<file path="config.mk">
export PLATFORM = sky130hd
export DESIGN_NAME = three_term_recurrence_checksum_top
export DESIGN_NICKNAME = d
export VERILOG_FILES = /design/src/hw/rtl/ttrc_pkg.sv /design/src/hw/rtl/ttrc_step.sv /design/src/hw/rtl/ttrc_core.sv /design/src/hw/rtl/three_term_recurrence_checksum_top.sv
export SDC_FILE = /design/constraint.sdc
export NUM_CORES = 1
export LEC_CHECK = 0
export ABC_AREA = 1
export BUFFER_PORTS_ARGS = -buffer_cell sky130_fd_sc_hd__buf_4
export CORE_ASPECT_RATIO = 2
export CORE_MARGIN = 2
export CORE_UTILIZATION = 50
export DETAILED_ROUTE_END_ITERATION = 16
export GPL_ROUTABILITY_DRIVEN = 0
export PLACE_DENSITY = 0.65
export SYNTH_ARGS = -nofsm -noshare
export SYNTH_HDL_FRONTEND = slang
export SYNTH_SLANG_ARGS = --single-unit
</file>
<file path="constraint.sdc">
create_clock -name clk -period 22.7 [get_ports clk]
set_input_delay 3.405 -clock clk [delete_from_list [all_inputs] [get_ports clk]]
set_output_delay 3.405 -clock clk [all_outputs]
set_load 0.01 [all_outputs]
</file>
<file path="src/hw/rtl/ttrc_pkg.sv">
package ttrc_pkg;

  localparam logic [15:0] CK_MOD       = 16'hFFFF;
  localparam logic [15:0] FIRST_OFFSET = 16'd7;
  localparam logic [12:0] ALPHA_MUL    = 13'd17;
  localparam logic [12:0] BETA_MUL     = 13'd31;

  typedef struct packed {
    logic [15:0] term_prev;
    logic [15:0] term_curr;
    logic [7:0]  position_low;
    logic        in_message;
  } ttrc_state_t;

  typedef struct packed {
    logic       valid;
    logic       last;
    logic [7:0] data;
  } ttrc_beat_t;

  localparam ttrc_state_t STATE_RESET = '{
    term_prev:    16'd1,
    term_curr:    16'd1,
    position_low: 8'd0,
    in_message:   1'b0
  };

  // 2^16 = 1 mod 65535, so the high bits fold onto the low half
  function automatic logic [15:0] fold_mod(input logic [24:0] value);
    logic [16:0] s;
    s = 17'(value[24:16]) + 17'(value[15:0]);
    if (s >= 17'(CK_MOD)) begin
      s = s - 17'(CK_MOD);
    end
    return s[15:0];
  endfunction

endpackage

</file>
<file path="src/hw/rtl/ttrc_step.sv">
module ttrc_step
  import ttrc_pkg::*;
(
  input  ttrc_state_t state,
  input  logic [7:0]  data_byte,
  output logic [15:0] sum
);

  logic [12:0] p_alpha;
  logic [12:0] p_beta;
  logic [8:0]  coef;
  logic [24:0] prod_a;
  logic [24:0] prod_b;
  logic        a_ge_b;
  logic [24:0] mag;
  logic [15:0] r;
  logic [15:0] later;

  assign p_alpha = 13'(state.position_low) * ALPHA_MUL;
  assign p_beta  = 13'(state.position_low) * BETA_MUL;
  assign coef    = 9'(data_byte) + 9'(p_alpha[7:0]);
  assign prod_a  = 25'(coef) * 25'(state.term_curr);
  assign prod_b  = 25'(p_beta[7:0]) * 25'(state.term_prev);
  assign a_ge_b  = prod_a >= prod_b;
  assign mag     = a_ge_b ? (prod_a - prod_b) : (prod_b - prod_a);
  assign r       = fold_mod(mag);

  // negative difference wraps as 2^16 - d, i.e. (1 - d) mod 65535
  always_comb begin
    if (a_ge_b) begin
      later = r;
    end else if (r == 16'd0) begin
      later = 16'd1;
    end else if (r == 16'd1) begin
      later = 16'd0;
    end else begin
      later = 16'(17'h10000 - 17'(r));
    end
  end

  assign sum = state.in_message ? later : (16'(data_byte) + FIRST_OFFSET);

endmodule

</file>
<file path="src/hw/rtl/ttrc_core.sv">
module ttrc_core
  import ttrc_pkg::*;
(
  input  logic        clk,
  input  logic        rst,
  input  ttrc_beat_t  in_beat,
  output logic        take,
  output logic        out_valid,
  input  logic        out_ready,
  output logic [15:0] checksum,
  output logic        is_final
);

  ttrc_state_t state;
  ttrc_state_t state_next;
  logic [15:0] sum;

  ttrc_step u_step (
    .state     (state),
    .data_byte (in_beat.data),
    .sum       (sum)
  );

  assign take = in_beat.valid && (!out_valid || out_ready);

  always_comb begin
    state_next = state;
    if (take) begin
      if (in_beat.last) begin
        state_next = STATE_RESET;
      end else begin
        state_next.term_prev    = state.in_message ? state.term_curr : 16'd1;
        state_next.term_curr    = sum;
        state_next.position_low = state.position_low + 8'd1;
        state_next.in_message   = 1'b1;
      end
    end
  end

  always_ff @(posedge clk) begin
    if (rst) begin
      state     <= STATE_RESET;
      out_valid <= 1'b0;
    end else begin
      state <= state_next;
      if (take) begin
        out_valid <= 1'b1;
      end else if (out_ready) begin
        out_valid <= 1'b0;
      end
    end
  end

  always_ff @(posedge clk) begin
    if (take) begin
      checksum <= sum;
      is_final <= in_beat.last;
    end
  end

endmodule

</file>
<file path="src/hw/rtl/three_term_recurrence_checksum_top.sv">
// an accepted input beat passes the input register, then the result register, to m_tvalid
// one byte per cycle unless m_tready stalls; the recurrence closes combinationally through
// the two multipliers and the mod-65535 fold between input and result registers
// reset (rst, synchronous, active high): terms return to 1, position to 0,
// both register stages empty
module three_term_recurrence_checksum_top
  import ttrc_pkg::*;
(
  input  logic        clk,
  input  logic        rst,
  input  logic        s_tvalid,
  output logic        s_tready,
  input  logic [7:0]  s_tdata,   // [7:0] data_byte
  input  logic        s_tlast,   // last_byte
  output logic        m_tvalid,
  input  logic        m_tready,
  output logic [15:0] m_tdata,   // [15:0] checksum
  output logic        m_tlast    // is_final
);

  ttrc_beat_t in_q;
  logic       take;

  assign s_tready = !in_q.valid || take;

  always_ff @(posedge clk) begin
    if (rst) begin
      in_q.valid <= 1'b0;
    end else if (s_tvalid && s_tready) begin
      in_q.valid <= 1'b1;
    end else if (take) begin
      in_q.valid <= 1'b0;
    end
    if (s_tvalid && s_tready) begin
      in_q.last <= s_tlast;
      in_q.data <= s_tdata;
    end
  end

  ttrc_core u_core (
    .clk       (clk),
    .rst       (rst),
    .in_beat   (in_q),
    .take      (take),
    .out_valid (m_tvalid),
    .out_ready (m_tready),
    .checksum  (m_tdata),
    .is_final  (m_tlast)
  );

  // a reduced checksum never reaches the modulus
  assert property (@(posedge clk) disable iff (rst) m_tvalid |-> m_tdata != CK_MOD)
    else $error("checksum not reduced");

  // a held input beat stays intact until the core takes it
  assert property (@(posedge clk) disable iff (rst)
    in_q.valid && !take |=> in_q.valid && $stable(in_q.data) && $stable(in_q.last))
    else $error("input beat lost");

  // a waiting input beat moves on whenever the result register is free
  assert property (@(posedge clk) disable iff (rst) in_q.valid && !m_tvalid |=> m_tvalid)
    else $error("input beat not advanced");

endmodule
</file>
* Yosys cells after proc, flatten, opt, wreduce, memory -nomap -nowiden *
Cells that the tools add are included.

storage, ports and cells
  bits of input ports = 13
  output and inout bits = 19
  flip-flop bits (word level) = 69
  logic and storage cells = 46

operators by class
  multipliers = 4
  $add $sub $neg = 8
  equality and inequality tests = 1
  reduce and logical (&&, ||, !) cells = 9
  multiplexer cells = 12
  magnitude comparators = 2

operators by type and width
  cell                                                                                    number
  16-bit two-way mux                                                                      6
  41-bit two-way mux                                                                      1
  25-bit by 24-bit greater-or-equal comparator with 1-bit output                          1
  9-bit by 16-bit multiplier with 25-bit output                                           1
  25-bit two-way mux                                                                      1
  24-bit by 25-bit subtractor with 25-bit output                                          1
  25-bit by 24-bit subtractor with 25-bit output                                          1
  8-bit by 16-bit multiplier with 24-bit output                                           1
  9-bit by 16-bit adder with 17-bit output                                                1
  17-bit by 16-bit greater-or-equal comparator with 1-bit output (second input constant)  1
  16-bit by 1-bit == test with 1-bit output (second input constant)                       1
  16-bit zero test                                                                        1
  8-bit by 5-bit multiplier with 8-bit output (second input constant)                     2
  1-bit by 16-bit subtractor with 16-bit output (first input constant)                    1
  16-bit subtractor (second input constant)                                               1
  8-bit by 3-bit adder with 9-bit output (second input constant)                          1
  8-bit by 8-bit adder with 9-bit output                                                  1
  8-bit by 1-bit adder with 8-bit output (second input constant)                          1
  1-bit two-way mux                                                                       4
  2-bit nonzero test                                                                      2
  1-bit logical AND                                                                       2
  1-bit zero test                                                                         2
  1-bit logical OR                                                                        2

* Logic depth before layout (Yosys ltp) *
  depth after elaboration = 14
  depth in mapped cells = 92
  gate-level depth less buffers = 88

* Hierarchy *
A second synthesis with hierarchy kept.

second synthesis, totals
  cell total of the unflattened synthesis = 2277
  area, all modules = 16210.5 sq um

modules (own cells, without submodules)
  module                              sequential area each (sq um)  cells an instance  area each (sq um)  times used
  ttrc_step                           0.0                           2033               13739.4            1
  ttrc_core                           1351.3                        229                2153.3             1
  three_term_recurrence_checksum_top  290.3                         15                 317.8              1

* Worst setup path after synthesis *
No wires, ideal clock.

  kind = register to register
  start = register, netlist name u_core.state[3]
  end = register u_core.checksum[12], data pin
  clock period less this slack = 13059 ps
  setup slack = 9641 ps
  arrival = 12804 ps
  stages on the path, launching flop included = 83
  path buffers = 5
  path through = dfxtp_1 inv_1 fa_1 inv_1 fa_1 inv_1 fa_1 inv_1 ha_1 or2_2 nand2_1 clkbuf_1 nor2_1 fa_1 inv_1 fa_1 inv_1 fa_1 (+47 left out) nand3_1 nor2_1 nand2_1 nor2_1 nand2_1 nand2_2 nand2_4 buf_6 nand3_1 nand2_4 nor2_4 nand2_2 nor2_1 nand2_1 nor2_2 nor2_2 buf_6 and3_1

on the way
  longest elaborated chain between the ends = 13
  elaborated cells on any way between the ends = 20
  those cells by class = add/sub (6); mul (4); order compare (2); eq/ne (1); mux (6); reduce/logical (1)

RTL lines
  item                                                                                                               line                              RTL
  8-bit by 5-bit multiplier with 8-bit output                                                                        ttrc_step.sv:19                   assign p_alpha = 13'(state.position_low) * ALPHA_MUL;
  8-bit by 8-bit adder with 9-bit output                                                                             ttrc_step.sv:21                   assign coef = 9'(data_byte) + 9'(p_alpha[7:0]);
  9-bit by 16-bit multiplier with 25-bit output                                                                      ttrc_step.sv:22                   assign prod_a = 25'(coef) * 25'(state.term_curr);
  24-bit by 25-bit subtractor with 25-bit output (tied with other cells)                                             ttrc_step.sv:25                   assign mag = a_ge_b ? (prod_a - prod_b) : (prod_b - prod_a);
  25-bit two-way mux                                                                                                 ttrc_step.sv:25
  9-bit by 16-bit adder with 17-bit output                                                                           ttrc_pkg.sv:31                    s = 17'(value[24:16]) + 17'(value[15:0]);
  16-bit subtractor / 17-bit by 16-bit greater-or-equal comparator with 1-bit output (equally long branches)         ttrc_pkg.sv:33, ttrc_pkg.sv:32
  16-bit two-way mux                                                                                                 ttrc_pkg.sv:32                    if (s >= 17'(CK_MOD)) begin
  1-bit by 16-bit subtractor with 16-bit output / 16-bit by 1-bit == test with 1-bit output (equally long branches)  ttrc_step.sv:37, ttrc_step.sv:34
  16-bit two-way mux                                                                                                 ttrc_step.sv:34                   end else if (r == 16'd1) begin
  16-bit two-way mux                                                                                                 ttrc_step.sv:32                   end else if (r == 16'd0) begin
  16-bit two-way mux *                                                                                               ttrc_step.sv:30                   if (a_ge_b) begin
  16-bit two-way mux *                                                                                               ttrc_step.sv:41                   assign sum = state.in_message ? later : (16'(data_byte) + FIRST_OFFSET);
  named net u_core.sum[12]                                                                                           ttrc_core.sv:16                   logic [15:0] sum;
  end signal, assigned                                                                                               ttrc_core.sv:56                   checksum <= sum;
  end, declared                                                                                                      ttrc_core.sv:10                   output logic [15:0] checksum,

The timed path passes the listed nets; every way through them passes the cells marked *.
A chain may end at the register's enable or synchronous reset.

* Final worst setup path *
  start = register, netlist name u_core.state[1]
  end = register, netlist name u_core.state[10]

on the way
  longest elaborated chain between the ends = 14
  elaborated cells on any way between the ends = 21
  those cells by class = add/sub (6); mul (4); order compare (2); eq/ne (1); mux (7); reduce/logical (1)

RTL lines
  item                                                                                                               line                              RTL
  8-bit by 5-bit multiplier with 8-bit output                                                                        ttrc_step.sv:19
  8-bit by 8-bit adder with 9-bit output                                                                             ttrc_step.sv:21
  9-bit by 16-bit multiplier with 25-bit output                                                                      ttrc_step.sv:22
  24-bit by 25-bit subtractor with 25-bit output (tied with other cells)                                             ttrc_step.sv:25
  25-bit two-way mux                                                                                                 ttrc_step.sv:25
  9-bit by 16-bit adder with 17-bit output                                                                           ttrc_pkg.sv:31
  16-bit subtractor / 17-bit by 16-bit greater-or-equal comparator with 1-bit output (equally long branches)         ttrc_pkg.sv:33, ttrc_pkg.sv:32
  16-bit two-way mux                                                                                                 ttrc_pkg.sv:32
  1-bit by 16-bit subtractor with 16-bit output / 16-bit by 1-bit == test with 1-bit output (equally long branches)  ttrc_step.sv:37, ttrc_step.sv:34
  16-bit two-way mux                                                                                                 ttrc_step.sv:34
  16-bit two-way mux                                                                                                 ttrc_step.sv:32
  16-bit two-way mux *                                                                                               ttrc_step.sv:30
  16-bit two-way mux *                                                                                               ttrc_step.sv:41
  named net u_core.sum[1]                                                                                            ttrc_core.sv:16
  41-bit two-way mux *                                                                                               ttrc_core.sv:29                   if (in_beat.last) begin

Marks and branches as above.

==> results by group <==
Clock tree
  – Number of hold buffers added after CTS: 0
  – CTS root buf: clkbuf_16
  – Clock transition at path regs: 60 ps
  – CTS tree: yes
  – Insertion delay to the later sink of the worst-skew pair: 350 ps
  – Total CTS buffers: 9
  – Setup Buffers After CTS: 0
  – CTS resizes: 0
  – Number of buffers on the longest clock path: 2
  – H-Tree Level Count: 3
  – Number of clock sinks: 69

Finish
  – Share of layout cells above drive strength 1: 7.18%
  – Fill cell total of the finished layout: 3281
  – Register cell area after layout: 0.00164 mm2
  – Total area of multi-input combinational cells: 0.0125 mm2
  – Number of nets at the end of the flow: 2687
  – P&R area growth vs syn: 4.86%

Route
  – Post-DR vias/cell: 5.34
  – Number of iterations in the first detailed-routing pass: 6
  – Post-detailed-route wirelength per cell: 17.7 um
  – Overall routed net length: 48.4 mm
  – Remaining antenna violation count after routing: 0
  – Starting DRC count in detailed routing: 824
  – Total number of vias: 14.6k
  – DRC Markers: 0

Run
  – Max-cap violations: 0

Setup path
  – Largest driver fanout on the critical path: 49
  – Worst path slowest cell: dfxtp_1
  – Crit-path max cell delay: 920 ps
  – Worst Setup End Kind: flip-flop
  – CP top delay family: simple AND/OR/NAND/NOR gates
  – CP dominant cell by count: nand2_1
  – Data arrival at the endpoint of the critical path: 15490 ps
  – Buffering stage count on the worst path with inverters included: 10
  – Type of origin of the critical path: flip-flop
  – RR Startpoint: u_core.state[1]
  – Reg2Reg Depth: 81
  – Minimum setup slack among reg-to-reg paths: 7490 ps
  – CP required: 22980 ps
  – Type of the setup path with the least slack: reg -> reg
  – FF-to-FF End: u_core.state[10]

Placed design
  – Number of buffers added on ports: 31
  – Worst setup slack after placement: 7490 ps
  – Estimated wirelength of the detail-placed design: 41.2 mm

Logic synthesis
  – Number of synthesized register bits: 69
  – Post-synthesis net count: 2705
  – Yosys top cell by area: fa_1
  – Fraction of post-synthesis cell area in the top cell type by area: 24.1%
  – Synthesized instance count: 2325
  – Area of the mapped netlist: 0.0163 mm2
  – Count of unique library cells instantiated by Yosys: 51
  – Area contributors post-synth: fa_1 24%, ha_1 13%, nand2_1 13%
  – Async set-or-reset flop fraction in the synthesized netlist: 0%
  – Mapped Avg Cell Area: 7.03 um2
  – Part of the Yosys area used for sequential elements: 10.0%
  – Number of enable-type register cells in the synthesized netlist: 26
  – Synth Warn #: 0
  – Cell with the most instances after synthesis: nand2_1
  – Leading cell types by count after synthesis: 545 x nand2_1, 510 x inv_1, 197 x fa_1, 184 x nor2_1, 170 x ha_1
  – Commonest register cell after synthesis: dfxtp_1

Floorplanning
  – DIE HEIGHT: 260 um
  – Io pins: 32
  – Overall die width: 132 um
  – Core region area: 0.0322 mm2
  – Die Area: 0.0342 mm2
  – Site Rows: 93
  – Initial cell density of the core: 50.7%

Timing
  – Unrepaired setup endpoints after global routing: no
  – Final Max Slew Viols: 0
  – Final hold vios: 0
  – Maximum achievable frequency: 65.7 MHz
  – # setup viols final: 0
  – Final setup skew: 9.37 ps
  – Final WS setup: 7490 ps
  – Final period demand of the worst path: 15210 ps
  – Period utilization: 67.0%
  – Worst slew margin relative to its limit: 24.4%
  – Setup TNS after final layout: 0 ps
  – Slew at the pin closest to its max-slew limit: 1130 ps
  – Worst Hold Margin: 519 ps

Global route
  – Global-route wire length before repair: 77.9 mm
  – Maximum number of pins on one net before global-route repair: 50
  – Number of global-route vias before repair: 15.4k
  – Total grt overflow: 0
  – Initial antenna violation count: 0
  – All-layer global routing usage: 29.3%

Min path
  – Start point of the worst hold path: in_q[8]
  – Min-delay worst type: reg -> reg
  – Hold EP: u_core.is_final
  – Depth of the worst hold-timing path: 0

Outcome
  – Run status: finished, final reports clean
[through the flow]
step	cells	utilization [%]	cell area [um2]
global placement	2723	52.3	16900
CTS	2739	53.1	17100
global route	2739	53.1	17100
finish	2740	53.1	17100
floorplan	2325	-	16300
detailed placement	2723	52.3	16900
[worst reg2reg max path, delay by kind of cell (launching register included)]
kind | cells | cell delay, ps
buf+inv | 10 | 990
flops | 1 | 920
xor+xnor | 3 | 650
simple gates | 50 | 6210
fa+ha+maj | 11 | 4890
compound gates | 7 | 1490
[layout by cell type, fill, tap and decap left out, types with 3 or more instances in the layout]
cell type  instances
a211oi_1           5
a21o_1             4
a21oi_1          141
a21oi_2           10
a221oi_1           3
a31o_2             3
a31oi_1            5
buf_4             36
clkbuf_16          9
dfxtp_1           43
edfxtp_1          26
fa_1             197
ha_1             170
inv_1            510
inv_2              8
nand2_1          545
nand2_2           46
nand2_4            4
nand3_1           95
nand3_2            4
nand3b_1           3
nand4_1           15
nor2_1           184
nor2_2            17
nor2_4             8
nor3_1            10
o211ai_1           3
o21ai_0           57
o21bai_1          12
or2_2             12
xnor2_1           30
xor2_1            68
[flip-flops by register name, summed over array words and instances (netlist names)]
register / flops
u_core.state: 41
u_core.checksum: 16
in_q: 10
u_core.is_final: 1
u_core.out_valid: 1
[cells by family (layout without fill, tap and decap cells)]
family,Yosys count,count (layout),synth area share [%]
other cells,0,1,0
fa+ha+maj,367,367,37.2
flops,69,69,10.0
compound gates,257,257,8.95
buf+inv,585,572,13.7
xor+xnor,98,98,5.25
mux,1,1,0.0613
simple gates,948,948,24.8
[final cells by class]
cell class                 count  area share (%)
tap                          427            3.12
clock buffer                  12            1.44
inverter                     520            11.4
antenna                        1          0.0146
sequential                    69            9.58
multi-input combinational   1671            72.7
timing repair buffer          36            1.58
clock inverter                 4           0.146
[worst max-delay path by stage]
| stage | startpoint | to | cells after the start |
|---|---|---|---|
| floorplan | u_core.state[3] | u_core.checksum[12] | 82 |
| global placement | u_core.state[1] | u_core.state[10] | 78 |
| detailed placement | u_core.state[1] | u_core.state[10] | 81 |
| CTS | u_core.state[1] | u_core.state[10] | 81 |
| global route | u_core.state[1] | u_core.state[17] | 81 |
| finish | u_core.state[1] | u_core.state[10] | 81 |
[metal layers]
metal / vias to the layer above / track usage [%] / part of all wire (%)
met4: 0 / 19.8 / 8.1
met3: 183 / 2.42 / 3.7
li1: 7008 / - / -
met1: 6976 / 29.3 / 34
met5: - / 0 / 0
met2: 463 / 57.0 / 54
Power is not shown: default switching activity piles up to over one toggle a cycle in this logic, so the estimate is an artifact.
